==> src/rtl/swcf_pkg.sv <==
// ----------------------------------------------------------------------------
// swcf_pkg
// Types and constants shared by the sample window chunk framer.
// ----------------------------------------------------------------------------
`timescale 1ns / 1ps

package swcf_pkg;

  localparam int CHUNK_SAMPLES = 32;
  localparam int HEADER_BYTES  = 8;
  localparam int SAMPLE_BYTES  = 6;
  localparam int FRAME_BYTES   = HEADER_BYTES + SAMPLE_BYTES;
  localparam int IDX_W         = $clog2(FRAME_BYTES);
  localparam int WIN_W         = 13;
  localparam int CHUNK_W       = $clog2(CHUNK_SAMPLES + 1);
  localparam int SEQ_W         = 32;
  localparam int CIDX_W        = 8;

  localparam logic [WIN_W-1:0] WINDOW_RESET = WIN_W'(256);

  typedef struct packed {
    logic signed [31:0] accel_x;
    logic signed [31:0] accel_y;
    logic signed [31:0] accel_z;
  } in_word_t;

  typedef struct packed {
    logic [7:0] frame_byte;
    logic       last_of_frame;
    logic       last_of_window;
  } out_word_t;

  // One accepted sample with its frame header context.
  typedef struct packed {
    in_word_t          sample;
    logic [SEQ_W-1:0]  seq;
    logic [CIDX_W-1:0] chunk_idx;
    logic [CIDX_W-1:0] total;
    logic [15:0]       cnt;
    logic              hdr;
    logic              last_frame;
    logic              last_win;
  } item_t;

endpackage

==> src/rtl/sample_window_chunk_framer_top.sv <==
// ----------------------------------------------------------------------------
// sample_window_chunk_framer_top
// Scales accelerometer samples to milli-g and frames them into byte chunks.
// ----------------------------------------------------------------------------
//  channel | direction | handshake              | word
//  --------+-----------+------------------------+------------------------------
//  in      | input     | in_valid_i / in_stall_o  | in_word_t (accel x, y, z)
//  out     | output    | out_valid_o / out_stall_i| out_word_t (byte and marks)
//  cfg     | input     | cfg_valid_i / cfg_ready_o| window_samples, 13 bits
//
//  Each sample leaves as 6 bytes, or 14 when it opens a chunk; the byte-wide
//  output register sets the rate, one byte per cycle while out_stall_i is low.
//  Three stages: sample register, frame register, output register.
//  rst_ni clears all control state asynchronously; window length resets to 256.
//  A stall on the output holds the byte register and backs up through the
//  frame and sample registers into in_stall_o.
// ----------------------------------------------------------------------------
`timescale 1ns / 1ps

module sample_window_chunk_framer_top (
  input  logic                        clk_i,
  input  logic                        rst_ni,
  input  logic                        in_valid_i,
  output logic                        in_stall_o,
  input  swcf_pkg::in_word_t          in_word_i,
  output logic                        out_valid_o,
  input  logic                        out_stall_i,
  output swcf_pkg::out_word_t         out_word_o,
  input  logic                        cfg_valid_i,
  output logic                        cfg_ready_o,
  input  logic [swcf_pkg::WIN_W-1:0]  cfg_data_i
);

  localparam logic [swcf_pkg::IDX_W-1:0] LAST_IDX =
    swcf_pkg::IDX_W'(swcf_pkg::FRAME_BYTES - 1);
  localparam logic [swcf_pkg::IDX_W-1:0] PAYLOAD_IDX =
    swcf_pkg::IDX_W'(swcf_pkg::HEADER_BYTES);

  // Window position state and the length register.
  logic [swcf_pkg::WIN_W-1:0]   win_q;
  logic [swcf_pkg::SEQ_W-1:0]   seq_q,  seq_d;
  logic [swcf_pkg::WIN_W-1:0]   siw_q,  siw_d;
  logic [swcf_pkg::CIDX_W-1:0]  cn_q,   cn_d;
  logic [swcf_pkg::CHUNK_W-1:0] sic_q,  sic_d;

  // Pipeline registers.
  logic                 item_valid_q;
  swcf_pkg::item_t      item_q, item_d;
  logic                 frame_valid_q;
  logic [swcf_pkg::FRAME_BYTES-1:0][7:0] frame_q, frame_d;
  logic                 frame_lf_q, frame_lw_q;
  logic [swcf_pkg::IDX_W-1:0] idx_q;
  logic                 out_valid_q;
  swcf_pkg::out_word_t  out_q;

  logic in_take, keep, adv, frame_done, frame_load;
  logic [15:0] milli_x, milli_y, milli_z;

  // --------------------------------------------------------------------------
  // Handshake. The output register moves when empty or not stalled; the
  // frame register frees up as its last byte moves; the sample register
  // frees up as it loads the frame register.
  // --------------------------------------------------------------------------
  assign adv        = frame_valid_q && (!out_valid_q || !out_stall_i);
  assign frame_done = adv && (idx_q == LAST_IDX);
  assign frame_load = item_valid_q && (!frame_valid_q || frame_done);
  assign in_stall_o = item_valid_q && !frame_load;
  assign in_take    = in_valid_i && !in_stall_o;
  assign cfg_ready_o = 1'b1;

  // --------------------------------------------------------------------------
  // Window bookkeeping at accept: decide header, counts and end marks.
  // --------------------------------------------------------------------------
  logic                         wrap, n_zero, win_start, last_win, last_frame;
  logic [swcf_pkg::WIN_W-1:0]   siw, remaining, cnt;
  logic [swcf_pkg::CIDX_W-1:0]  cn;
  logic [swcf_pkg::CHUNK_W-1:0] sic;
  logic [swcf_pkg::WIN_W:0]     total_w;

  always_comb begin
    n_zero    = (win_q == '0);
    // Drop a stale position past the window end: open a new window.
    wrap      = (siw_q >= win_q);
    siw       = wrap ? '0 : siw_q;
    cn        = wrap ? '0 : cn_q;
    sic       = wrap ? '0 : sic_q;
    remaining = win_q - siw;
    cnt       = (remaining < swcf_pkg::WIN_W'(swcf_pkg::CHUNK_SAMPLES)) ?
                remaining : swcf_pkg::WIN_W'(swcf_pkg::CHUNK_SAMPLES);
    total_w   = (swcf_pkg::WIN_W+1)'(
                  ({1'b0, win_q} + (swcf_pkg::WIN_W+1)'(swcf_pkg::CHUNK_SAMPLES - 1))
                  / swcf_pkg::CHUNK_SAMPLES);
    win_start = (sic == '0) && (siw == '0);
    last_win  = ({1'b0, siw} + 1'b1) >= {1'b0, win_q};
    last_frame = last_win ||
                 (({1'b0, sic} + 1'b1) >= (swcf_pkg::CHUNK_W+1)'(swcf_pkg::CHUNK_SAMPLES));

    seq_d = win_start ? (seq_q + 1'b1) : seq_q;
    if (win_start) begin
      cn = '0;
    end

    if (last_win) begin
      siw_d = '0;
      cn_d  = '0;
      sic_d = '0;
    end else begin
      siw_d = siw + 1'b1;
      cn_d  = last_frame ? (cn + 1'b1) : cn;
      sic_d = last_frame ? '0 : (sic + 1'b1);
    end

    item_d.sample     = in_word_i;
    item_d.seq        = seq_d;
    item_d.chunk_idx  = cn;
    item_d.total      = total_w[swcf_pkg::CIDX_W-1:0];
    item_d.cnt        = 16'(cnt);
    item_d.hdr        = (sic == '0);
    item_d.last_frame = last_frame;
    item_d.last_win   = last_win;
  end

  // A zero-length window swallows the sample without any effect.
  assign keep = in_take && !n_zero;

  always_ff @(posedge clk_i or negedge rst_ni) begin
    if (!rst_ni) begin
      win_q <= swcf_pkg::WINDOW_RESET;
      seq_q <= '0;
      siw_q <= '0;
      cn_q  <= '0;
      sic_q <= '0;
    end else if (cfg_valid_i) begin
      // Write the length and abandon any open window.
      win_q <= cfg_data_i;
      siw_q <= '0;
      cn_q  <= '0;
      sic_q <= '0;
    end else if (keep) begin
      seq_q <= seq_d;
      siw_q <= siw_d;
      cn_q  <= cn_d;
      sic_q <= sic_d;
    end
  end

  // --------------------------------------------------------------------------
  // Sample register.
  // --------------------------------------------------------------------------
  always_ff @(posedge clk_i or negedge rst_ni) begin
    if (!rst_ni) begin
      item_valid_q <= 1'b0;
    end else if (keep) begin
      item_valid_q <= 1'b1;
    end else if (frame_load) begin
      item_valid_q <= 1'b0;
    end
  end

  always_ff @(posedge clk_i) begin
    if (keep) begin
      item_q <= item_d;
    end
  end

  // --------------------------------------------------------------------------
  // Scale the three axes and lay out the frame bytes.
  // --------------------------------------------------------------------------
  swcf_scale u_scale_x (.raw_i(item_q.sample.accel_x), .milli_o(milli_x));
  swcf_scale u_scale_y (.raw_i(item_q.sample.accel_y), .milli_o(milli_y));
  swcf_scale u_scale_z (.raw_i(item_q.sample.accel_z), .milli_o(milli_z));

  always_comb begin
    frame_d[0]  = item_q.seq[7:0];
    frame_d[1]  = item_q.seq[15:8];
    frame_d[2]  = item_q.seq[23:16];
    frame_d[3]  = item_q.seq[31:24];
    frame_d[4]  = item_q.chunk_idx;
    frame_d[5]  = item_q.total;
    frame_d[6]  = item_q.cnt[7:0];
    frame_d[7]  = item_q.cnt[15:8];
    frame_d[8]  = milli_x[7:0];
    frame_d[9]  = milli_x[15:8];
    frame_d[10] = milli_y[7:0];
    frame_d[11] = milli_y[15:8];
    frame_d[12] = milli_z[7:0];
    frame_d[13] = milli_z[15:8];
  end

  // --------------------------------------------------------------------------
  // Frame register and byte index. Skip the header when the sample does not
  // open a chunk.
  // --------------------------------------------------------------------------
  always_ff @(posedge clk_i or negedge rst_ni) begin
    if (!rst_ni) begin
      frame_valid_q <= 1'b0;
      idx_q         <= '0;
    end else if (frame_load) begin
      frame_valid_q <= 1'b1;
      idx_q         <= item_q.hdr ? '0 : PAYLOAD_IDX;
    end else if (frame_done) begin
      frame_valid_q <= 1'b0;
    end else if (adv) begin
      idx_q         <= idx_q + 1'b1;
    end
  end

  always_ff @(posedge clk_i) begin
    if (frame_load) begin
      frame_q    <= frame_d;
      frame_lf_q <= item_q.last_frame;
      frame_lw_q <= item_q.last_win;
    end
  end

  // --------------------------------------------------------------------------
  // Output register: marks ride on the last payload byte only.
  // --------------------------------------------------------------------------
  always_ff @(posedge clk_i or negedge rst_ni) begin
    if (!rst_ni) begin
      out_valid_q <= 1'b0;
    end else if (adv) begin
      out_valid_q <= 1'b1;
    end else if (!out_stall_i) begin
      out_valid_q <= 1'b0;
    end
  end

  always_ff @(posedge clk_i) begin
    if (adv) begin
      out_q.frame_byte     <= frame_q[idx_q];
      out_q.last_of_frame  <= (idx_q == LAST_IDX) && frame_lf_q;
      out_q.last_of_window <= (idx_q == LAST_IDX) && frame_lw_q;
    end
  end

  assign out_valid_o = out_valid_q;
  assign out_word_o  = out_q;

endmodule

==> src/rtl/swcf_scale.sv <==
// ----------------------------------------------------------------------------
// swcf_scale
// Q15.16 g to int16 milli-g: times 1000, round half away from zero, saturate.
// ----------------------------------------------------------------------------
`timescale 1ns / 1ps

module swcf_scale (
  input  logic signed [31:0] raw_i,
  output logic        [15:0] milli_o
);

  logic        neg;
  logic [31:0] mag;
  logic [41:0] prod;
  logic [41:0] rnd;
  logic [25:0] q;

  always_comb begin
    neg  = raw_i[31];
    // Magnitude of the most negative code is 2^31, which still fits.
    mag  = neg ? (~raw_i + 32'd1) : raw_i;
    prod = {10'd0, mag} * 42'd1000;
    rnd  = prod + 42'd32768;
    q    = rnd[41:16];
    if (!neg) begin
      milli_o = (q > 26'd32767) ? 16'h7FFF : q[15:0];
    end else begin
      milli_o = (q > 26'd32768) ? 16'h8000 : (~q[15:0] + 16'd1);
    end
  end

endmodule

==> config.mk <==
export PLATFORM = sky130hd
export DESIGN_NAME = sample_window_chunk_framer_top
export DESIGN_NICKNAME = d
export VERILOG_FILES = /design/src/rtl/swcf_pkg.sv /design/src/rtl/sample_window_chunk_framer_top.sv /design/src/rtl/swcf_scale.sv
export SDC_FILE = /design/constraint.sdc
export NUM_CORES = 2
export LEC_CHECK = 0
export ABC_CLOCK_PERIOD_IN_PS = 21900
export BUFFER_PORTS_ARGS = -buffer_cell sky130_fd_sc_hd__buf_2
export CAP_MARGIN = 10
export CORE_UTILIZATION = 28
export CTS_CLUSTER_SIZE = 8
export DETAILED_ROUTE_END_ITERATION = 8
export GPL_ROUTABILITY_DRIVEN = 0
export PLACE_DENSITY = 0.52
export SLEW_MARGIN = 20
export SYNTH_ARGS = -nofsm -noshare
export SYNTH_HDL_FRONTEND = slang
export SYNTH_SLANG_ARGS = --single-unit
export TNS_END_PERCENT = 10
==> constraint.sdc <==
create_clock -name clk_i -period 21.9 [get_ports clk_i]
set_input_delay 4.38 -clock clk_i [delete_from_list [all_inputs] [get_ports clk_i]]
set_output_delay 4.38 -clock clk_i [all_outputs]
set_load 0.05 [all_outputs]
==> reports/metrics.yaml <==
sta:
  period_minus_slack_ns: 10.22
  post-route-period-util_pct: 46.6
  relSlewSlack_pct: 31.7
  slew_violations: 0
  max_freq_ghz: 0.0979
  rsz0062_at_grt: "no"
  worstMarginPinSlew_ns: 1.02
  fin_setup_tns_ns: 0
  finalSetupViolCount: 0
  fin_skew_ns: 0.0407
  finalHoldViolCount: 0
floorplan:
  core_area_mm2: 0.134
  die_x_um: 370
  die_area_mm2: 0.137
  dieHeight_um: 370
  rows: 134
  start_util_pct: 28.3
  ioPinCount: 127
drt:
  ant_nets: 0
  drtIter0Drc: 1564
  wl_per_cell_um: 16.1
  viasPerCell: 4.87
  dr.pass1.iters: 8
  num_vias: 28467
  drc: 18
  routed_wl_um: 94100
clock_tree:
  cts_tree: "done"
  htreeDepth: 2
  worstSkewPairLatency_ns: 0.67
  clock_sinks: 360
  postCtsSetupRepairBufs: 0
  ctsHoldBuffers: 0
  clock_path_buffers: 3
  cts_root_buffer: "clkbuf_16"
  cts_buffers: 56
  cts_resized: 0
  cts.clk_slew.worst_paths_ns: 0.05
min_path:
  hold_class: "register to register"
logic_synthesis:
  synthArstFlopShare_pct: 21.9
  synthesis.area_mm2: 0.0379
  synthCells: 3938
  ys_warn_count: 0
  synth_edf_count: 281
  yosysUniqueCellTypes: 120
  synth_flop_cell: "edfxtp_1"
  ys_seq_elements: 360
  avgSynthCellArea_um2: 9.63
  yosysSeqAreaShare_pct: 27.5
job:
  drv_cap: 0
placement:
  hpwl_um: 72800
  port_buffers: 125
layout:
  fillers: 13886
  drive_above_1_share_pct: 9.12
  layout.nets: 4693
  syn_to_final_growth_pct: 11.5
critical_path:
  crit_slowest_cell: "xor2_1"
  crit_fanout: 10
  worstSetupPathType: "register to register"
  crit_path_start_kind: "register"
  critPathBufInv: 2
  crit_family: "simple AND/OR/NAND/NOR gates"
  worstPathRequired_ns: 22.32
  cp_slowest_stage_delay_ns: 0.69
  cp.arrival_ns: 10.64
  worstSetupEndpointType: "register"
global_route:
  grt_pass1_wl_um: 154000
  grt_pass1_vias: 28317
  grt-ovfl-total: 0
  antenna_found_initial: 5
  grt_max_degree: 76
  track_usage_pct: 13.8
run_status:
  status: "finished, violations left"
  violations: "design-rule violations"
## logic make-up (layout without fill, tap and decap cells)
| kind of cell | after synthesis | in the layout | share of synthesized area [%] |
|---|---|---|---|
| mux | 58 | 58 | 2.25 |
| compound gates | 822 | 822 | 14.9 |
| xor+xnor | 437 | 437 | 10.3 |
| simple gates | 1120 | 1120 | 15.4 |
| fa+ha+maj | 572 | 572 | 23.9 |
| flops | 360 | 360 | 27.5 |
| other cells | 2 | 12 | 0.0198 |
| buf+inv | 567 | 701 | 5.73 |
## flip-flops by register name, indices dropped and copies added, names as in the netlist
signal and flops:
frame_d 61, win_q 13, siw_q 13, frame_lf_q 1, out_valid_o 1, frame_valid_q 1
frame_lw_q 1, item_valid_q 1, seq_q 32, out_word_o 10, sic_q 6, idx_q 4
item_q 99, frame_q 109, cn_q 8
## worst paths after layout
path / start / to / slack [ns] / cells after the start
hold reg to reg: frame_d[22]$_DFFE_PP_ / frame_q[22]$_DFFE_PP_ / 0.38 / 0
max in group asynchronous: rst_ni / seq_q[19]$_DFFE_PN0P_ / 17.40 / 2
setup / recovery: item_q[67]$_DFFE_PP_ / frame_q[103]$_DFFE_PP_ / 11.68 / 30
setup reg to reg: item_q[67]$_DFFE_PP_ / frame_q[103]$_DFFE_PP_ / 11.68 / 30
hold / removal: frame_d[22]$_DFFE_PP_ / frame_q[22]$_DFFE_PP_ / 0.38 / 0
min in group asynchronous: rst_ni / idx_q[3]$_DFFE_PN0P_ / 3.56 / 1
## through the flow
step / worst slack (ns) / hold WS, ns / instances / util [%] / instance area [um2]
after floorplan: 11.45 / 0.394 / 3944 / - / 37900
after global placement: 11.75 / 0.400 / 5744 / 30.2 / 40500
after detailed placement: 11.66 / 0.405 / 5744 / 30.2 / 40500
after CTS: 11.59 / 0.358 / 5846 / 31.5 / 42200
after global routing: 10.80 / 0.387 / 5846 / 31.5 / 42200
final: 11.68 / 0.377 / 5850 / 31.5 / 42300
## layout by cell type (no fill, tap or decap), drive strengths merged, types with 86 or more instances in the layout
cell type    n
fa         262
clkbuf      91
ha         283
xor2       147
nand2      309
nor3        89
buf        147
nor2       201
edfxtp     281
a21oi      168
inv        450
o21ai      189
nand3       94
a21o        86
xnor2      289
## Yosys cell counts, types with 48 or more instances
cell type / number / share of area (%)
a21o_1: 86 / 1.7
inv_1: 448 / 4.4
or2_2: 48 / 0.79
nand4_1: 64 / 1.1
xor2_1: 142 / 3.3
dfrtp_1: 78 / 5.1
edfxtp_1: 281 / 22
o21ai_0: 166 / 2.2
clkbuf_1: 82 / 0.81
ha_1: 283 / 9.3
nand2_1: 309 / 3.1
xnor2_1: 288 / 6.7
a21oi_1: 165 / 2.2
nor2_1: 201 / 2.0
fa_1: 262 / 14
nand3_1: 93 / 1.2
nor3_1: 80 / 1.1
## metal layers
| metal | routed length (um) | track usage [%] | vias to the layer above |
|---|---|---|---|
| met5 | 0 | 0 | - |
| met4 | 1520 | 2.78 | 0 |
| met3 | 4210 | 1.95 | 89 |
| met2 | 41400 | 21.3 | 470 |
| met1 | 47000 | 20.3 | 13786 |
| li1 | - | - | 14122 |
## area by class of cell
| cell class | instances | area (um2) | share of cell area, % |
|---|---|---|---|
| multi-input combinational | 3017 | 25400 | 60.0 |
| sequential | 360 | 10400 | 24.7 |
| tap | 1768 | 2210 | 5.23 |
| inverter | 452 | 1700 | 4.01 |
| clock buffer | 91 | 1580 | 3.75 |
| timing repair buffer | 147 | 797 | 1.89 |
| clock inverter | 11 | 170 | 0.403 |
| antenna | 4 | 10.0 | 0.0237 |
Power is not shown: default switching activity piles up to over one toggle a cycle in this logic, so the estimate is an artifact.
